**config.mk**
```make
export PLATFORM = sky130hd
export DESIGN_NAME = integer_to_text_radix_formatter
export DESIGN_NICKNAME = d
export VERILOG_FILES = /design/src/itr_pkg.sv /design/src/itr_bcd.sv /design/src/itr_packer.sv /design/src/integer_to_text_radix_formatter.sv
export SDC_FILE = /design/constraint.sdc
export NUM_CORES = 1
export LEC_CHECK = 0
export ABC_CLOCK_PERIOD_IN_PS = 7500
export BUFFER_PORTS_ARGS = -buffer_cell sky130_fd_sc_hd__buf_2
export CELL_PAD_IN_SITES_DETAIL_PLACEMENT = 1
export CELL_PAD_IN_SITES_GLOBAL_PLACEMENT = 1
export CORE_AREA = 2 2 288 290
export DETAILED_ROUTE_END_ITERATION = 10
export DIE_AREA = 0 0 290 292
export PLACE_DENSITY = 0.47
export SYNTH_ARGS = -nofsm -noshare
export SYNTH_HDL_FRONTEND = slang
export SYNTH_SLANG_ARGS = --single-unit
```
**constraint.sdc**
```tcl
create_clock -name clk_i -period 7.5 [get_ports clk_i]
set_clock_uncertainty 0.1 [all_clocks]
set_input_delay 1.5 -clock clk_i [delete_from_list [all_inputs] [get_ports clk_i]]
set_output_delay 1.5 -clock clk_i [all_outputs]
set_load 0.005 [all_outputs]
```
**src/itr_pkg.sv**
```systemverilog
package itr_pkg;

  localparam int CHARS_PER_RESULT = 8;

  localparam int VAL_W  = 64;
  localparam int IN_W   = 72;   // cmd(3), value(64), is_signed(1), is_wide(1), pad
  localparam int OUT_W  = 72;   // text_chars(64), char_count(4), pad
  localparam int CNT_W  = 4;
  localparam int IDX_W  = (CHARS_PER_RESULT > 1) ? $clog2(CHARS_PER_RESULT) : 1;

  localparam int BCD_DIGITS = 20;
  localparam int BCD_W      = 4 * BCD_DIGITS;
  localparam int DIG_W      = 80;
  localparam int DCNT_W     = 7;

  localparam logic [2:0] CMD_BIN  = 3'd0;
  localparam logic [2:0] CMD_DEC  = 3'd1;
  localparam logic [2:0] CMD_HEX  = 3'd2;
  localparam logic [2:0] CMD_PTR  = 3'd3;
  localparam logic [2:0] CMD_BOOL = 3'd4;

  localparam logic [7:0] CH_MINUS = 8'h2D;
  localparam logic [7:0] CH_ZERO  = 8'h30;
  localparam logic [7:0] CH_B     = 8'h62;
  localparam logic [7:0] CH_X     = 8'h78;

  localparam logic [7:0] DIGIT_SET [16] = '{
    8'h30, 8'h31, 8'h32, 8'h33, 8'h34, 8'h35, 8'h36, 8'h37,
    8'h38, 8'h39, 8'h41, 8'h42, 8'h43, 8'h44, 8'h45, 8'h46
  };

  typedef enum logic [3:0] {
    ST_IDLE,
    ST_CONV,
    ST_DLOAD,
    ST_SKIP,
    ST_SIGN,
    ST_PFX0,
    ST_PFX1,
    ST_DIGS,
    ST_BOOL
  } state_e;

  typedef struct packed {
    logic       valid;
    logic       last;
    logic [7:0] ch;
  } char_t;

  function automatic logic [7:0] digit_char(input logic [3:0] d);
    return DIGIT_SET[d];
  endfunction

  // "true" or "false", one letter per index
  function automatic logic [7:0] bool_char(input logic bit_v, input logic [2:0] idx);
    logic [7:0] c;
    c = 8'h00;
    if (bit_v) begin
      case (idx)
        3'd0:    c = 8'h74;
        3'd1:    c = 8'h72;
        3'd2:    c = 8'h75;
        3'd3:    c = 8'h65;
        default: c = 8'h00;
      endcase
    end else begin
      case (idx)
        3'd0:    c = 8'h66;
        3'd1:    c = 8'h61;
        3'd2:    c = 8'h6C;
        3'd3:    c = 8'h73;
        3'd4:    c = 8'h65;
        default: c = 8'h00;
      endcase
    end
    return c;
  endfunction

endpackage

```
**src/itr_bcd.sv**
```systemverilog
module itr_bcd (
  input  logic                     clk_i,
  input  logic                     clear_i,
  input  logic                     shift_i,
  input  logic                     bit_i,
  output logic [itr_pkg::BCD_W-1:0] bcd_o
);
  import itr_pkg::*;

  logic [BCD_W-1:0] bcd_q, bcd_d, adj;

  // add 3 to every digit of five or more, then shift the next bit in
  always_comb begin
    for (int i = 0; i < BCD_DIGITS; i++) begin
      adj[4*i +: 4] = (bcd_q[4*i +: 4] >= 4'd5) ? bcd_q[4*i +: 4] + 4'd3 : bcd_q[4*i +: 4];
    end
    bcd_d = bcd_q;
    if (clear_i) begin
      bcd_d = '0;
    end else if (shift_i) begin
      bcd_d = {adj[BCD_W-2:0], bit_i};
    end
  end

  always_ff @(posedge clk_i) begin
    bcd_q <= bcd_d;
  end

  assign bcd_o = bcd_q;

endmodule

```
**src/itr_packer.sv**
```systemverilog
module itr_packer (
  input  logic                       clk_i,
  input  logic                       rst_ni,
  input  itr_pkg::char_t             chr_i,
  output logic                       chr_ready_o,
  output logic                       m_tvalid,
  input  logic                       m_tready,
  output logic [itr_pkg::OUT_W-1:0]  m_tdata,   // text_chars[63:0], char_count[67:64]
  output logic                       m_tlast
);
  import itr_pkg::*;

  logic [VAL_W-1:0] asm_q, asm_d;
  logic [IDX_W-1:0] idx_q;
  logic [VAL_W-1:0] text_q;
  logic [CNT_W-1:0] count_q;
  logic             valid_q, last_q;
  logic             take, flush;

  // take a character only when a finished word has room to go
  assign chr_ready_o = !valid_q || m_tready;
  assign take        = chr_i.valid && chr_ready_o;
  assign flush       = chr_i.last || (idx_q == IDX_W'(CHARS_PER_RESULT - 1));

  always_comb begin
    for (int b = 0; b < VAL_W / 8; b++) begin
      if (b >= CHARS_PER_RESULT) begin
        asm_d[8*b +: 8] = 8'h00;
      end else if (IDX_W'(b) < idx_q) begin
        asm_d[8*b +: 8] = asm_q[8*b +: 8];
      end else if (IDX_W'(b) == idx_q) begin
        asm_d[8*b +: 8] = chr_i.ch;
      end else begin
        asm_d[8*b +: 8] = 8'h00;
      end
    end
  end

  always_ff @(posedge clk_i or negedge rst_ni) begin
    if (!rst_ni) begin
      valid_q <= 1'b0;
      idx_q   <= '0;
    end else begin
      if (take && flush) begin
        valid_q <= 1'b1;
        idx_q   <= '0;
      end else begin
        if (take) begin
          idx_q <= idx_q + 1'b1;
        end
        if (m_tready) begin
          valid_q <= 1'b0;
        end
      end
    end
  end

  always_ff @(posedge clk_i) begin
    if (take) begin
      asm_q <= asm_d;
      if (flush) begin
        text_q  <= asm_d;
        count_q <= CNT_W'(idx_q) + 1'b1;
        last_q  <= chr_i.last;
      end
    end
  end

  assign m_tvalid = valid_q;
  assign m_tdata  = {{(OUT_W - VAL_W - CNT_W){1'b0}}, count_q, text_q};
  assign m_tlast  = last_q;

endmodule

```
**src/integer_to_text_radix_formatter.sv**
```systemverilog
// Formats one integer per input word as ASCII text, most significant character
// first, eight characters to an output word with the first character in the low
// byte; the final word of a string carries tlast. Formats are binary with 0b,
// decimal, uppercase hex with 0x, a 16-digit pointer and true/false; undefined
// selectors are dropped without output. A word is accepted in idle, then decimal
// runs one double-dabble step per operand bit (32 or 64) and a load of the BCD
// digits, then binary, decimal and hex skip the suppressed leading zero digits
// and leave the scan, and the characters follow, since the digit shift register
// moves one digit and the packer takes one character each cycle while the output
// is not stalled. Downstream stalls hold the character output.
module integer_to_text_radix_formatter (
  input  logic                      clk_i,
  input  logic                      rst_ni,
  input  logic                      s_tvalid,
  output logic                      s_tready,
  input  logic [itr_pkg::IN_W-1:0]  s_tdata,   // cmd[2:0], value[66:3], is_signed[67], is_wide[68]
  output logic                      m_tvalid,
  input  logic                      m_tready,
  output logic [itr_pkg::OUT_W-1:0] m_tdata,   // text_chars[63:0], char_count[67:64]
  output logic                      m_tlast
);
  import itr_pkg::*;

  state_e state_q, state_d;

  logic [2:0]        cmd_q;
  logic              neg_q, bool_q;
  logic [VAL_W-1:0]  mag_q;
  logic [DIG_W-1:0]  dig_q;
  logic [DCNT_W-1:0] cnt_q;
  logic [2:0]        bidx_q;

  logic [2:0]        in_cmd;
  logic [VAL_W-1:0]  in_value, in_v, in_negv, in_mag, in_align;
  logic              in_sgn, in_wide, in_neg;
  logic [DCNT_W-1:0] in_cnt;

  logic [3:0]        dig_top;
  logic              bool_last;
  logic              accept;
  logic [BCD_W-1:0]  bcd;
  char_t             chr;
  logic              chr_ready;
  logic              bcd_clear, bcd_shift;

  assign in_cmd   = s_tdata[2:0];
  assign in_value = s_tdata[66:3];
  assign in_sgn   = s_tdata[67];
  assign in_wide  = s_tdata[68];
  assign accept   = s_tvalid && s_tready;

  // magnitude, left-aligned so the top operand bit sits at bit 63
  always_comb begin
    in_v     = in_wide ? in_value : {32'b0, in_value[31:0]};
    in_neg   = in_sgn && (in_wide ? in_value[63] : in_value[31]) &&
               (in_cmd inside {CMD_BIN, CMD_DEC, CMD_HEX});
    in_negv  = ~in_v + 1'b1;
    in_mag   = in_neg ? (in_wide ? in_negv : {32'b0, in_negv[31:0]}) : in_v;
    in_align = in_wide ? in_mag : {in_mag[31:0], 32'b0};
    in_cnt   = '0;
    case (in_cmd)
      CMD_BIN: in_cnt = in_wide ? DCNT_W'(64) : DCNT_W'(32);
      CMD_DEC: in_cnt = in_wide ? DCNT_W'(64) : DCNT_W'(32);
      CMD_HEX: in_cnt = in_wide ? DCNT_W'(16) : DCNT_W'(8);
      CMD_PTR: begin
        in_cnt   = DCNT_W'(16);
        in_align = in_value;
      end
      default: in_cnt = '0;
    endcase
  end

  assign dig_top   = (cmd_q == CMD_BIN) ? {3'b000, dig_q[DIG_W-1]} : dig_q[DIG_W-1 -: 4];
  assign bool_last = bool_q ? (bidx_q == 3'd3) : (bidx_q == 3'd4);

  always_comb begin
    state_d = state_q;
    case (state_q)
      ST_IDLE: begin
        if (s_tvalid) begin
          case (in_cmd)
            CMD_BIN:  state_d = ST_SKIP;
            CMD_HEX:  state_d = ST_SKIP;
            CMD_DEC:  state_d = ST_CONV;
            CMD_PTR:  state_d = ST_PFX0;
            CMD_BOOL: state_d = ST_BOOL;
            default:  state_d = ST_IDLE;
          endcase
        end
      end
      ST_CONV: begin
        if (cnt_q == DCNT_W'(1)) begin
          state_d = ST_DLOAD;
        end
      end
      ST_DLOAD: state_d = ST_SKIP;
      ST_SKIP: begin
        if (!(dig_top == 4'd0 && cnt_q > DCNT_W'(1))) begin
          if (neg_q) begin
            state_d = ST_SIGN;
          end else if (cmd_q == CMD_DEC) begin
            state_d = ST_DIGS;
          end else begin
            state_d = ST_PFX0;
          end
        end
      end
      ST_SIGN: begin
        if (chr_ready) begin
          state_d = (cmd_q == CMD_DEC) ? ST_DIGS : ST_PFX0;
        end
      end
      ST_PFX0: begin
        if (chr_ready) begin
          state_d = ST_PFX1;
        end
      end
      ST_PFX1: begin
        if (chr_ready) begin
          state_d = ST_DIGS;
        end
      end
      ST_DIGS: begin
        if (chr_ready && cnt_q == DCNT_W'(1)) begin
          state_d = ST_IDLE;
        end
      end
      ST_BOOL: begin
        if (chr_ready && bool_last) begin
          state_d = ST_IDLE;
        end
      end
      default: state_d = ST_IDLE;
    endcase
  end

  always_comb begin
    s_tready  = 1'b0;
    bcd_clear = 1'b0;
    bcd_shift = 1'b0;
    chr       = '0;
    case (state_q)
      ST_IDLE: begin
        s_tready  = 1'b1;
        bcd_clear = 1'b1;
      end
      ST_CONV: bcd_shift = 1'b1;
      ST_SIGN: begin
        chr.valid = 1'b1;
        chr.ch    = CH_MINUS;
      end
      ST_PFX0: begin
        chr.valid = 1'b1;
        chr.ch    = CH_ZERO;
      end
      ST_PFX1: begin
        chr.valid = 1'b1;
        chr.ch    = (cmd_q == CMD_BIN) ? CH_B : CH_X;
      end
      ST_DIGS: begin
        chr.valid = 1'b1;
        chr.last  = (cnt_q == DCNT_W'(1));
        chr.ch    = digit_char(dig_top);
      end
      ST_BOOL: begin
        chr.valid = 1'b1;
        chr.last  = bool_last;
        chr.ch    = bool_char(bool_q, bidx_q);
      end
      default: chr = '0;
    endcase
  end

  always_ff @(posedge clk_i or negedge rst_ni) begin
    if (!rst_ni) begin
      state_q <= ST_IDLE;
      cnt_q   <= '0;
      bidx_q  <= '0;
    end else begin
      state_q <= state_d;
      case (state_q)
        ST_IDLE: begin
          if (accept) begin
            cnt_q  <= in_cnt;
            bidx_q <= '0;
          end
        end
        ST_CONV: cnt_q <= cnt_q - 1'b1;
        ST_DLOAD: cnt_q <= DCNT_W'(BCD_DIGITS);
        ST_SKIP: begin
          if (dig_top == 4'd0 && cnt_q > DCNT_W'(1)) begin
            cnt_q <= cnt_q - 1'b1;
          end
        end
        ST_DIGS: begin
          if (chr_ready) begin
            cnt_q <= cnt_q - 1'b1;
          end
        end
        ST_BOOL: begin
          if (chr_ready) begin
            bidx_q <= bidx_q + 1'b1;
          end
        end
        default: ;
      endcase
    end
  end

  // payload registers
  always_ff @(posedge clk_i) begin
    case (state_q)
      ST_IDLE: begin
        if (accept) begin
          cmd_q  <= in_cmd;
          neg_q  <= in_neg;
          bool_q <= in_value[0];
          mag_q  <= in_align;
          dig_q  <= {in_align, {(DIG_W - VAL_W){1'b0}}};
        end
      end
      ST_CONV: mag_q <= {mag_q[VAL_W-2:0], 1'b0};
      ST_DLOAD: dig_q <= bcd;
      ST_SKIP: begin
        if (dig_top == 4'd0 && cnt_q > DCNT_W'(1)) begin
          dig_q <= (cmd_q == CMD_BIN) ? {dig_q[DIG_W-2:0], 1'b0} : {dig_q[DIG_W-5:0], 4'h0};
        end
      end
      ST_DIGS: begin
        if (chr_ready) begin
          dig_q <= (cmd_q == CMD_BIN) ? {dig_q[DIG_W-2:0], 1'b0} : {dig_q[DIG_W-5:0], 4'h0};
        end
      end
      default: ;
    endcase
  end

  itr_bcd u_bcd (
    .clk_i   (clk_i),
    .clear_i (bcd_clear),
    .shift_i (bcd_shift),
    .bit_i   (mag_q[VAL_W-1]),
    .bcd_o   (bcd)
  );

  itr_packer u_packer (
    .clk_i       (clk_i),
    .rst_ni      (rst_ni),
    .chr_i       (chr),
    .chr_ready_o (chr_ready),
    .m_tvalid    (m_tvalid),
    .m_tready    (m_tready),
    .m_tdata     (m_tdata),
    .m_tlast     (m_tlast)
  );

endmodule

```
Yosys cells after proc, flatten, opt, wreduce, memory -nomap -nowiden --
Memories as Yosys holds them, arrays and structs flattened. Index checks and enable logic that the tools add are counted. Widths: inputs -> output; s select.
Storage, ports and cells: flip-flop bits (word level) 380, latch bits 0, bits in writable memories 0, ROM bits 128, input port bits 76, output and inout port bits 75, logic and storage cells 233, memories 1
Memory list:
- (no name shown) | words 16, width 8, rd ports 1, clocked after memory_dff 0, write ports 0, line itr_pkg.sv:51 | return DIGIT_SET[d];
Operators by class: $add $sub $neg 25, $mul 0, divide/modulo/power cells 0, order comparisons 30, equality and inequality tests 38, shift operators 0, mux-type cells 88, bitwise gates (word level) 2, reductions and logical operators 34
Operators by type and width (count):
- $mux 64 | 6
- $mux 80 | 4
- $pmux 80 s4 | 1
- $mux 8 | 19
- $pmux 64 s2 | 1
- $mux 4 | 28
- $ge 4x3->1 const B | 20
- $add 4x2->4 const B | 19
- $pmux 7 s5 | 2
- $add 64x1->64 const B | 1
- $not 64->64 | 1
- $pmux 8 s5 | 1
- $pmux 4 s9 | 1
- $mux 7 | 4
- $pmux 7 s4 | 1
- $ne 2x2->1 const B | 12
- $pmux 7 s3 | 1
- $eq 4x3->1 const B | 4
- $pmux 4 s4 | 1
- $mux 3 | 5
- $eq 3x2->1 const B | 4
- $eq 3x3->1 const A | 4
- $logic_not 3->1 | 4
- $lt 3x3->1 const A | 4
- 36 further kinds | 69

Longest topological paths before layout --
Gate-level depths: netlist of run 1.
word-level depth 9, gate-level depth with buffers 10, gate-level depth less buffers 9

Hierarchy --
Synthesis of run 1 repeated with hierarchy kept, for this count alone.
Unflattened totals: cells, all modules 2274, area total of the unflattened synthesis 21453.1 um2
By module, submodules not included:
- integer_to_text_radix_formatter | times used 1, cells each 1308, area an instance 11579.9 um2, sequential area each 4824.6 um2
- itr_packer | times used 1, cells each 358, area an instance 5022.3 um2, sequential area each 3853.7 um2
- itr_bcd | times used 1, cells each 608, area an instance 4850.9 um2, sequential area each 1601.5 um2

Least setup slack after synthesis of run 1 --
OpenSTA, ideal clock, no wires.
path kind in2reg, start in m_tready, end reg dig_q[0], enable pin, setup time 0.545 ns, data arrival time 5.918 ns, required time 6.855 ns, slack 0.936 ns, stages 5, buffers on the path 0, cell sequence nand2b_1 -> nor3_1 -> a211oi_1 -> nand2_1 -> a21oi_1
Between the ends: word-level cells in the longest chain between the ends 3
RTL lines:
- start: declaration | line integer_to_text_radix_formatter.sv:18 | input logic m_tready,
- $logic_or 1x1->1 | line itr_packer.sv:21 | assign chr_ready_o = !valid_q || m_tready;
- $ne 2x2->1 (no line)
- $reduce_and 4->1 (no line)
- end signal: assignment | line integer_to_text_radix_formatter.sv:219 | dig_q <= {in_align, {(DIG_W - VAL_W){1'b0}}};
- end signal: assignment | line integer_to_text_radix_formatter.sv:226 | dig_q <= (cmd_q == CMD_BIN) ? {dig_q[DIG_W-2:0], 1'b0} : {dig_q[DIG_W-5:0], 4'h0};
- end signal: assignment | line integer_to_text_radix_formatter.sv:231 | dig_q <= (cmd_q == CMD_BIN) ? {dig_q[DIG_W-2:0], 1'b0} : {dig_q[DIG_W-5:0], 4'h0};
- end: declaration | line integer_to_text_radix_formatter.sv:29 | logic [DIG_W-1:0] dig_q;
Every way passes these cells. A chain may end at the register's enable or synchronous reset.

Final worst setup path of run 1 --
start in s_tdata[6] (netlist bit), end reg dig_q[75], data pin
Between the ends: word-level cells in the longest chain between the ends 9
RTL lines:
- start: declaration | line integer_to_text_radix_formatter.sv:16 | input logic [itr_pkg::IN_W-1:0] s_tdata,
- $mux 64 | line integer_to_text_radix_formatter.sv:54 | in_v = in_wide ? in_value : {32'b0, in_value[31:0]};
- $not 64->64 | line integer_to_text_radix_formatter.sv:57 | in_negv = ~in_v + 1'b1;
- $add 64x1->64 | line integer_to_text_radix_formatter.sv:57
- $mux 64 (2 in series) | line integer_to_text_radix_formatter.sv:58 | in_mag = in_neg ? (in_wide ? in_negv : {32'b0, in_negv[31:0]}) : in_v;
- $mux 64 | line integer_to_text_radix_formatter.sv:59 | in_align = in_wide ? in_mag : {in_mag[31:0], 32'b0};
- $mux 64 | line integer_to_text_radix_formatter.sv:61 | case (in_cmd)
- $mux 80 | line integer_to_text_radix_formatter.sv:214 | if (accept) begin
- $pmux 80 s4 | line integer_to_text_radix_formatter.sv:212 | case (state_q)
Every way passes these cells. The select of a mux whose other input is x is not followed.

==> results of run 1 <==
[power breakdown]
part / switching (mW) / internal [mW]
sequential: 0.505 / 3.29
clock: 0.935 / 1.48
combinational: 2.11 / 0.873
[how the worst max path moves through the flow]
stage	start	slack (ns)	end	cells after the start
floorplan	m_tready	0.94	dig_q[0]	5
global placement	s_tdata[3]	2.23	mag_q[32]	10
detailed placement	s_tdata[6]	2.18	dig_q[75]	8
CTS	s_tdata[6]	2.82	dig_q[75]	8
global route	s_tdata[6]	2.60	dig_q[75]	8
finish	s_tdata[6]	2.75	dig_q[75]	8
[metrics by stage]
step | instances | utilization, % | power, mW | instance area (um^2)
6_report | 3410 | 29.0 | 9.20 | 23700
3_5_place_dp | 3323 | 27.0 | 6.91 | 22000
5_1_grt | 3409 | 29.0 | 9.90 | 23700
2_1_floorplan | 2230 | - | 5.73 | 20300
4_1_cts | 3408 | 29.0 | 9.39 | 23700
3_3_place_gp | 3323 | 27.0 | 6.80 | 22000
[layer usage]
metal | wire length [um] | share of wire, %
met3 | 2410 | 3.4
met5 | 0 | 0
met1 | 33900 | 48
met4 | 1810 | 2.5
met2 | 32700 | 46
[kinds of logic (layout without fill, tap and decap cells)]
kind of cell / count (synthesis) / in the layout / synth area share [%]
simple gates: 782 / 782 / 17.4
compound gates: 697 / 697 / 19.7
xor+xnor: 80 / 80 / 3.45
other cells: 1 / 7 / 0.0185
mux: 30 / 30 / 1.54
flops: 371 / 371 / 50.5
fa+ha+maj: 52 / 52 / 3.21
buf+inv: 213 / 321 / 4.06
[cell usage in the layout (no fill, tap or decap), types with 10 or more instances in the layout]
master and instances:
or3_1 13, ha_1 52, and2_1 36, dfrtp_1 18, clkbuf_16 47, nor4_1 16
xor2_1 40, nand3_1 41, o22ai_1 11, inv_1 59, a22o_1 12, nor3_1 56
nand2_1 363, buf_2 142, mux2i_1 21, xnor2_1 40, or4_1 13, a22oi_1 22
nand2b_1 32, nor2_1 157, edfxtp_1 273, a31oi_1 19, o21ai_0 225, nand4_1 10
buf_4 33, a21oi_1 301, dfxtp_1 80, o31ai_1 17
[worst reg2reg max path: cells and delay by family (launching register included)]
family	cells	cell delay (ns)
flip-flops	1	0.43
AO/OA/AOI/OAI	3	0.60
AND/OR/NAND/NOR	2	0.88
buffers and inverters	2	1.11
[sequential cells by signal, summed over array words and instances (netlist names)]
register / cells
u_packer.m_tlast: 1
u_packer.count_q: 4
neg_q: 1
u_bcd.bcd_o: 80
u_packer.asm_q: 56
dig_q: 80
cnt_q: 7
bidx_q: 3
u_packer.idx_q: 3
cmd_q: 3
u_packer.m_tvalid: 1
u_packer.text_q: 63
bool_q: 1
mag_q: 64
state_q: 4
[cell type report]
cell class              instances  share of cell area (%)
diodes                          2                  0.0211
clock buffers                  55                    5.22
clock inverters                30                    1.62
inverters                      61                   0.967
multi-input cells            1646                    39.2
flip-flops and latches        371                    43.3
well taps                    1070                    5.66
repair buffers                175                    4.05
==> results.py, run 1 <==
metrics = {
    "cts": {
        "holdBufCountCts": 0,
        "cts_setup_buffers": 0,
        "cts_max_path_buffers": 3,
        "cts_tree": "done",
        "cts_sinks": 371,
        "cts_made_buffers": 46,
        "cts-resized-gates": 0,
        "clk_latency_ns": 0.58,
        "clock-root-buffer": "clkbuf_16",
        "cts.htree.levels": 2,
        "clkTransAtPathRegs_ns": 0.06,
    },
    "timing": {
        "rsz0062_at_grt": "false",
        "drv_slew": 0,
        "post-route-period-util_pct": 63.4,
        "fmax_mhz": 210,
        "period_needed_ns": 4.75,
        "relSlewSlack_pct": 21.5,
        "setup_ws_ns": 2.75,
        "holdWs_ns": 0.390,
        "hold_violations": 0,
        "worstMarginPinSlew_ns": 1.17,
        "tns_ns": 0,
        "setup-violations-final": 0,
    },
    "grt": {
        "top_usage_layer": "met2",
        "use_met3_pct": 1.82,
        "grt_max_degree": 78,
        "grt_pass1_vias": 17617,
        "antenna_found_initial": 1,
        "grt_util_all_layers_pct": 16.5,
        "grt_overflow_total": 0,
        "grtUsageMet1_pct": 22.4,
        "grt_pass1_wl_um": 110000,
        "grtUsageMet2_pct": 27.5,
    },
    "synthesis": {
        "yosys.area.top_type_share_pct": 40.4,
        "synth-seq-area-share_pct": 50.5,
        "synth_top_cell_by_area": "edfxtp_1",
        "synthTopCellsByCount": "nand2_1 (364), a21oi_1 (302), edfxtp_1 (273)",
        "ys_top_cells_by_area": "edfxtp_1 (40%), dfxtp_1 (7.9%), a21oi_1 (7.5%), nand2_1 (6.7%), o21ai_0 (5.6%)",
        "async_reset_ff_share_pct": 4.85,
        "synth_cells": 2226,
        "ys.flop_type": "edfxtp_1",
        "syn_area_mm2": 0.0203,
        "synth_most_common_cell": "nand2_1",
        "synth_edf_count": 273,
        "synth_seq_cells": 371,
        "yosysWarnings": 0,
        "synth_area_per_cell_um2": 9.11,
        "synth_cell_types": 75,
    },
    "cells_and_area": {
        "nFillCells": 9371,
        "area.sequential_mm2": 0.0102,
        "nets": 2429,
        "area_delta_synth_final_pct": 16.7,
        "drive_above_1_share_pct": 12.0,
        "multi_input_area_mm2": 0.00927,
    },
    "die": {
        "dieArea_mm2": 0.0847,
        "start_util_pct": 24.9,
        "core_area_mm2": 0.0816,
        "placementRows": 105,
        "fp.dieW_um": 290,
        "io_pins": 151,
        "die_h_um": 292,
    },
    "worst_setup_path": {
        "r2r_start": "cmd_q[1]",
        "path_delay_family": "simple AND/OR/NAND/NOR gates",
        "critPathKind": "in -> reg",
        "crit_chain": "buf_2, or4_1, nor3_1, nand3_1, o31ai_1, xnor2_1, a222oi_1, o21ai_0",
        "ff2ff_path_depth": 7,
        "cp.arrival_ns": 4.95,
        "crit_path_end_kind": "flop",
        "critPathMaxFanout": 7,
        "ff2ff_setup_slack_ns": 3.98,
        "startpoint_type": "input pin",
        "slowest_delay_ns": 0.73,
        "critical_path.slowest_cell": "nor3_1",
        "r2r_end": "dig_q[34]",
        "required_ns": 7.70,
        "critPathBufInv": 1,
    },
    "worst_hold_path": {
        "min_to": "u_bcd.bcd_o[79]",
        "worstHoldStart": "u_bcd.bcd_o[79]",
        "min_delay_path_depth": 2,
        "hold_path.class": "reg -> reg",
    },
    "run_status": {
        "status": "complete, no violations",
    },
    "detailed_routing": {
        "drc": 0,
        "ant_nets": 0,
        "first_pass_iters": 5,
        "vias": 17101,
        "vias_per_cell": 5.01,
        "wirelength_um": 70800,
        "dr.first_iter.drc_count": 939,
        "post_drt_wl_per_cell_um": 20.8,
    },
    "pwr": {
        "power_density_mw_per_mm2": 389,
        "leakage_nw": 8.41,
        "vdd_drop_max_v": 0.000190,
    },
    "placement": {
        "port_buffers": 142,
        "preCtsSetupSlack_ns": 2.18,
        "gp_congestion": 0.858,
        "dpl.hpwl_um": 49600,
    },
    "flow_run": {
        "max-cap-violations": 0,
    },
}
Power figures use the tool's default switching activity.
==> run 2: changes to the inputs <==
--- a/config.mk
+++ b/config.mk
@@ -5,14 +5,14 @@
 export SDC_FILE = /design/constraint.sdc
 export NUM_CORES = 1
 export LEC_CHECK = 0
-export ABC_CLOCK_PERIOD_IN_PS = 7500
+export ABC_CLOCK_PERIOD_IN_PS = 3900
 export BUFFER_PORTS_ARGS = -buffer_cell sky130_fd_sc_hd__buf_2
 export CELL_PAD_IN_SITES_DETAIL_PLACEMENT = 1
 export CELL_PAD_IN_SITES_GLOBAL_PLACEMENT = 1
 export CORE_AREA = 2 2 288 290
 export DETAILED_ROUTE_END_ITERATION = 10
 export DIE_AREA = 0 0 290 292
-export PLACE_DENSITY = 0.47
+export PLACE_DENSITY = 0.49
 export SYNTH_ARGS = -nofsm -noshare
 export SYNTH_HDL_FRONTEND = slang
 export SYNTH_SLANG_ARGS = --single-unit
==> constraint.sdc (replaced) <==
create_clock -name clk_i -period 3.9 [get_ports clk_i]
set_clock_uncertainty 0.1 [all_clocks]
set_input_delay 0.78 -clock clk_i [delete_from_list [all_inputs] [get_ports clk_i]]
set_output_delay 0.78 -clock clk_i [all_outputs]
set_load 0.005 [all_outputs]
==> run 2 against run 1 <==
- combinational power rose by 100%
- cell count rose by 2.7%
- highest routed layer is now met5
- cell area rose by 3.5%
- total power rose by 95%
- clock power rose by 91%
- global-route usage barely moved
- register-to-register slack got worse by 3.3 ns
- sequential power rose by 89%
- setup slack got worse by 2.4 ns
==> results.py, run 2 (synthesized netlist as in run 1, its figures left out) <==
metrics = {
    "die": {
        "dieArea_mm2": 0.0847,
        "io_pins": 151,
        "placementRows": 105,
        "fp.dieW_um": 290,
        "die_h_um": 292,
        "start_util_pct": 24.9,
        "core_area_mm2": 0.0816,
    },
    "cells_and_area": {
        "multi_input_area_mm2": 0.00927,
        "final_cell_mix": "nand2_1 (363), a21oi_1 (301), edfxtp_1 (273)",
        "area.sequential_mm2": 0.0102,
        "stdcell_area_mm2": 0.0245,
        "drive_above_1_share_pct": 15.3,
        "nFillCells": 9380,
        "instances_no_fill": 3501,
        "nets": 2520,
        "mostFrequentLayoutCell": "nand2_1",
        "area_delta_synth_final_pct": 20.8,
    },
    "cts": {
        "clock-root-buffer": "clkbuf_16",
        "cts_setup_buffers": 0,
        "cts.htree.levels": 2,
        "cts_tree": "done",
        "cts_max_path_buffers": 3,
        "holdBufCountCts": 0,
        "cts_made_buffers": 47,
        "cts-resized-gates": 0,
        "clkTransAtPathRegs_ns": 0.06,
        "cts_sinks": 371,
        "clk_latency_ns": 0.59,
    },
    "timing": {
        "fmax_mhz": 283,
        "drv_slew": 0,
        "period_needed_ns": 3.53,
        "setup-violations-final": 0,
        "hold_violations": 0,
        "rsz0062_at_grt": "false",
        "setup_ws_ns": 0.365,
        "relSlewSlack_pct": 36.3,
        "post-route-period-util_pct": 90.6,
        "worstMarginPinSlew_ns": 0.951,
    },
    "placement": {
        "gp_congestion": 0.898,
        "preCtsSetupSlack_ns": -0.211,
        "port_buffers": 142,
        "place_area_mm2": 0.0229,
        "dpl.hpwl_um": 50700,
        "dp.cells": 3413,
    },
    "pwr": {
        "p_seq_share_pct": 40.1,
        "p_int_mw": 11.1,
        "power_density_mw_per_mm2": 732,
        "leakage_nw": 8.90,
        "vdd_drop_max_v": 0.000431,
        "comb_power_share_pct": 34.1,
        "sw_frac_of_total_pct": 38.3,
        "p_clk_share_pct": 25.8,
        "totalPowerFinal_mw": 17.9,
        "power.switching_mw": 6.87,
    },
    "worst_setup_path": {
        "cp.arrival_ns": 3.76,
        "crit_path_end_kind": "flop",
        "critPathMaxFanout": 2,
        "path_delay_family": "simple AND/OR/NAND/NOR gates",
        "crit_chain": "buf_2, or4_1, or3_1, or4_4, o41ai_2, mux2_2, a22oi_1, a21oi_1",
        "required_ns": 4.13,
        "critPathKind": "in -> reg",
        "startpoint_type": "input pin",
        "critPathBufInv": 1,
        "critical_path.slowest_cell": "or4_1",
        "slowest_delay_ns": 0.57,
    },
    "flow_run": {
        "max-cap-violations": 0,
    },
    "detailed_routing": {
        "vias": 17473,
        "wirelength_um": 70900,
        "vias_per_cell": 4.99,
        "post_drt_wl_per_cell_um": 20.2,
        "dr.first_iter.drc_count": 1066,
        "ant_nets": 0,
        "drc": 0,
        "first_pass_iters": 5,
    },
    "run_status": {
        "status": "complete, no violations",
    },
    "grt": {
        "grt_pass1_wl_um": 111000,
        "grt_pass1_vias": 17835,
        "grt_max_degree": 115,
        "grt_util_all_layers_pct": 16.5,
        "antenna_found_initial": 1,
        "grt_overflow_total": 0,
    },
    "worst_hold_path": {
        "hold_path.class": "in -> async",
    },
}
==> run 2: area by class of cell <==
cell class                      count  area share, %
Inverter                           61          0.935
Timing Repair Buffer              265           7.28
Tap cell                         1070           5.46
Antenna cell                        1         0.0102
Multi-Input combinational cell   1646           37.8
Sequential cell                   371           41.8
Clock inverter                     31           1.52
Clock buffer                       56           5.11
==> run 2: worst paths after layout <==
kind	from	end	slack, ns	cells past startpoint
worst max-delay path	s_tdata[9]	mag_q[61]	0.37	8
worst min-delay path	rst_ni	cnt_q[4]	0.05	1
max in group asynchronous	rst_ni	u_packer.m_tvalid	3.31	1
min in group clk_i	u_bcd.bcd_o[79]	u_bcd.bcd_o[79]	0.38	2
worst max register to register	state_q[2]	u_packer.text_q[5]	0.73	6
worst min register to register	u_bcd.bcd_o[79]	u_bcd.bcd_o[79]	0.38	2
==> run 2: power by group through the flow <==
stage                     combinational, mW  sequential (mW)  clock (mW)
after global routing                   6.97             7.40        4.93
final                                  6.11             7.20        4.62
after global placement                 6.04             7.23           0
after CTS                              6.28             7.22        4.79
after detailed placement               6.25             7.29           0
after floorplan                        3.99             6.97           0
==> run 2: metal layers <==
metal / wire length (um) / global-route usage (%) / vias to the layer above
met5: 13 / 0 / -
met1: 33400 / 22.9 / 8650
met2: 32500 / 26.7 / 356
met4: 2100 / 5.32 / 2
li1: - / - / 8368
met3: 2890 / 2.31 / 97
==> run 2: stage by stage <==
step	hold slack, ns	util (%)	TNS [ns]
after floorplan	0.345	-	0
after global placement	0.372	28.0	-1.44
after CTS	0.0273	30.0	0
after detailed placement	0.379	28.0	-1.25
final	0.0465	30.0	0
after global routing	0.0514	30.0	0
==> run 3: changes to the inputs <==
--- a/config.mk
+++ b/config.mk
@@ -5,14 +5,15 @@
 export SDC_FILE = /design/constraint.sdc
 export NUM_CORES = 1
 export LEC_CHECK = 0
+export ABC_AREA = 1
 export ABC_CLOCK_PERIOD_IN_PS = 3900
 export BUFFER_PORTS_ARGS = -buffer_cell sky130_fd_sc_hd__buf_2
 export CELL_PAD_IN_SITES_DETAIL_PLACEMENT = 1
 export CELL_PAD_IN_SITES_GLOBAL_PLACEMENT = 1
-export CORE_AREA = 2 2 288 290
+export CORE_AREA = 2 2 295 297
 export DETAILED_ROUTE_END_ITERATION = 10
-export DIE_AREA = 0 0 290 292
-export PLACE_DENSITY = 0.49
+export DIE_AREA = 0 0 297 299
+export PLACE_DENSITY = 0.5
 export SYNTH_ARGS = -nofsm -noshare
 export SYNTH_HDL_FRONTEND = slang
 export SYNTH_SLANG_ARGS = --single-unit
==> run 3 against run 2 <==
- cell area is 1.5% higher
- critical endpoint is now dig_q[77]
- die area grew 4.9%
- synthesized cell count rose by 25%
- highest routed layer unchanged
- register-to-register slack improved by 0.07 ns
- cell count grew 17%
- count of clock-buffer cells in the layout is 4 lower
- critical path type is now reg -> reg
==> results.py, run 3 <==
metrics = {
    "run_status": {
        "status": "complete, no violations",
    },
    "worst_setup_path": {
        "crit_path_end_kind": "flop",
        "cp.arrival_ns": 3.20,
        "critPathBufInv": 1,
        "crit_chain": "nor2_1, nand2_2, o21ai_0, nand2_1, nor3_1, or2_2, o21ai_0, nor2_4, buf_12",
        "path_common_cell": "o21ai_0",
        "critical_path.slowest_cell": "o21ai_0",
        "critPathKind": "reg -> reg",
        "critPathMaxFanout": 80,
        "slowest_delay_ns": 0.56,
        "ff2ff_setup_slack_ns": 0.80,
        "required_ns": 4.01,
        "path_delay_family": "simple AND/OR/NAND/NOR gates",
        "startpoint_type": "flop",
    },
    "cts": {
        "cts_sinks": 371,
        "cts_setup_buffers": 0,
        "clk_latency_ns": 0.58,
        "cts_max_path_buffers": 3,
        "clock-root-buffer": "clkbuf_16",
        "clkTransAtPathRegs_ns": 0.06,
        "cts-resized-gates": 0,
        "holdBufCountCts": 0,
        "cts_tree": "done",
        "cts_made_buffers": 45,
        "cts.htree.levels": 2,
    },
    "grt": {
        "grt_max_degree": 91,
        "grt_util_all_layers_pct": 17.6,
        "use_met3_pct": 1.95,
        "antenna_found_initial": 1,
        "grt_pass1_vias": 19894,
        "top_usage_layer": "met2",
        "grtUsageMet1_pct": 24.0,
        "grtUsageMet2_pct": 29.3,
        "grt_overflow_total": 0,
        "grt_pass1_wl_um": 122000,
    },
    "detailed_routing": {
        "ant_nets": 0,
        "post_drt_wl_per_cell_um": 19.3,
        "vias": 19213,
        "dr.first_iter.drc_count": 1088,
        "wirelength_um": 79000,
        "vias_per_cell": 4.69,
        "first_pass_iters": 6,
        "drc": 0,
    },
    "die": {
        "core_area_mm2": 0.0859,
        "dieArea_mm2": 0.0888,
        "die_h_um": 299,
        "start_util_pct": 24.8,
        "fp.dieW_um": 297,
        "placementRows": 108,
        "io_pins": 151,
    },
    "pwr": {
        "power_density_mw_per_mm2": 734,
        "leakage_nw": 10.4,
        "vdd_drop_max_v": 0.000722,
    },
    "timing": {
        "tns_ns": 0,
        "period_needed_ns": 3.10,
        "rsz0062_at_grt": "false",
        "hold_violations": 0,
        "post-route-period-util_pct": 79.4,
        "fmax_mhz": 323,
        "drv_slew": 0,
        "relSlewSlack_pct": 37.2,
        "worstMarginPinSlew_ns": 0.941,
        "setup-violations-final": 0,
    },
    "synthesis": {
        "ys_top_cells_by_area": "edfxtp_1 (38%), nand2_1 (15%), dfxtp_1 (7.5%), o21ai_0 (5.8%), inv_1 (5.4%)",
        "synth_most_common_cell": "nand2_1",
        "syn_area_mm2": 0.0213,
        "synth-seq-area-share_pct": 48.1,
        "synth_top_cell_by_area": "edfxtp_1",
        "synth_seq_cells": 371,
        "synth_cells": 2777,
        "yosys.area.top_type_share_pct": 38.5,
        "synth_edf_count": 273,
        "async_reset_ff_share_pct": 4.85,
        "synth_cell_types": 41,
        "synth_area_per_cell_um2": 7.67,
        "synthTopCellsByCount": "nand2_1 (872), inv_1 (304), nor2_1 (279)",
        "ys.flop_type": "edfxtp_1",
        "yosysWarnings": 0,
    },
    "cells_and_area": {
        "area_delta_synth_final_pct": 16.7,
        "stdcell_area_mm2": 0.0249,
        "nets": 3032,
        "antenna_cells": 0,
        "drive_above_1_share_pct": 10.0,
        "mostFrequentLayoutCell": "nand2_1",
        "final_cell_mix": "nand2_1 (868), inv_1 (302), nor2_1 (275)",
    },
    "placement": {
        "dpl.hpwl_um": 58600,
        "gp_congestion": 0.925,
        "place_area_mm2": 0.0234,
        "port_buffers": 142,
    },
    "worst_hold_path": {
        "hold_path.class": "in -> async",
    },
    "flow_run": {
        "max-cap-violations": 0,
    },
}
-- run 3: area by class of cell --
type	count	area (um^2)
fill	10494	61100
sequential	371	10200
multi-input combinational	1982	9410
tap	1155	1450
inverter	313	1180
clock buffer	52	1170
timing repair buffer	191	1150
clock inverter	30	243
-- run 3: logic make-up after synthesis --
logic type,synth area share [%]
other cells,0.0176
xor+xnor,1.32
buf+inv,8.02
fa+ha+maj,3.05
flops,48.1
simple gates,26.2
compound gates,13.3
-- run 3: worst paths after layout --
| kind | from | to | depth (start not counted) |
|---|---|---|---|
| min | rst_ni | cnt_q[2] | 1 |
| max reg2reg | cmd_q[1] | dig_q[77] | 9 |
| min in group clk_i | s_tdata[1] | cmd_q[1] | 1 |
| max | cmd_q[1] | dig_q[77] | 9 |
| min reg2reg | u_bcd.bcd_o[15] | u_bcd.bcd_o[15] | 2 |
| max in group asynchronous | rst_ni | u_packer.idx_q[1] | 1 |
-- run 3: power by group --
group          total [mW]  switching [mW]  internal, mW
logic                6.90            4.98          1.92
clock network        4.11            1.75          2.36
registers            7.25           0.805          6.44
-- run 3: layer usage --
layer	part of all wire [%]	wire length (um)
met5	0.013	10
met4	2.8	2220
met3	2.9	2280
met2	46	36500
met1	48	38000
-- run 3: through the flow --
stage / cells / worst slack (ns) / hold slack, ns / power (mW) / utilization (%)
2_1_floorplan: 2781 / 0.0155 / 0.362 / 11.7 / -
3_3_place_gp: 4012 / 0.454 / 0.377 / 14.1 / 27.3
3_5_place_dp: 4012 / 0.429 / 0.394 / 14.4 / 27.3
4_1_cts: 4094 / 0.791 / 0.0405 / 18.6 / 28.9
5_1_grt: 4094 / 0.576 / 0.0723 / 19.8 / 28.9
6_report: 4094 / 0.804 / 0.0665 / 18.3 / 28.9
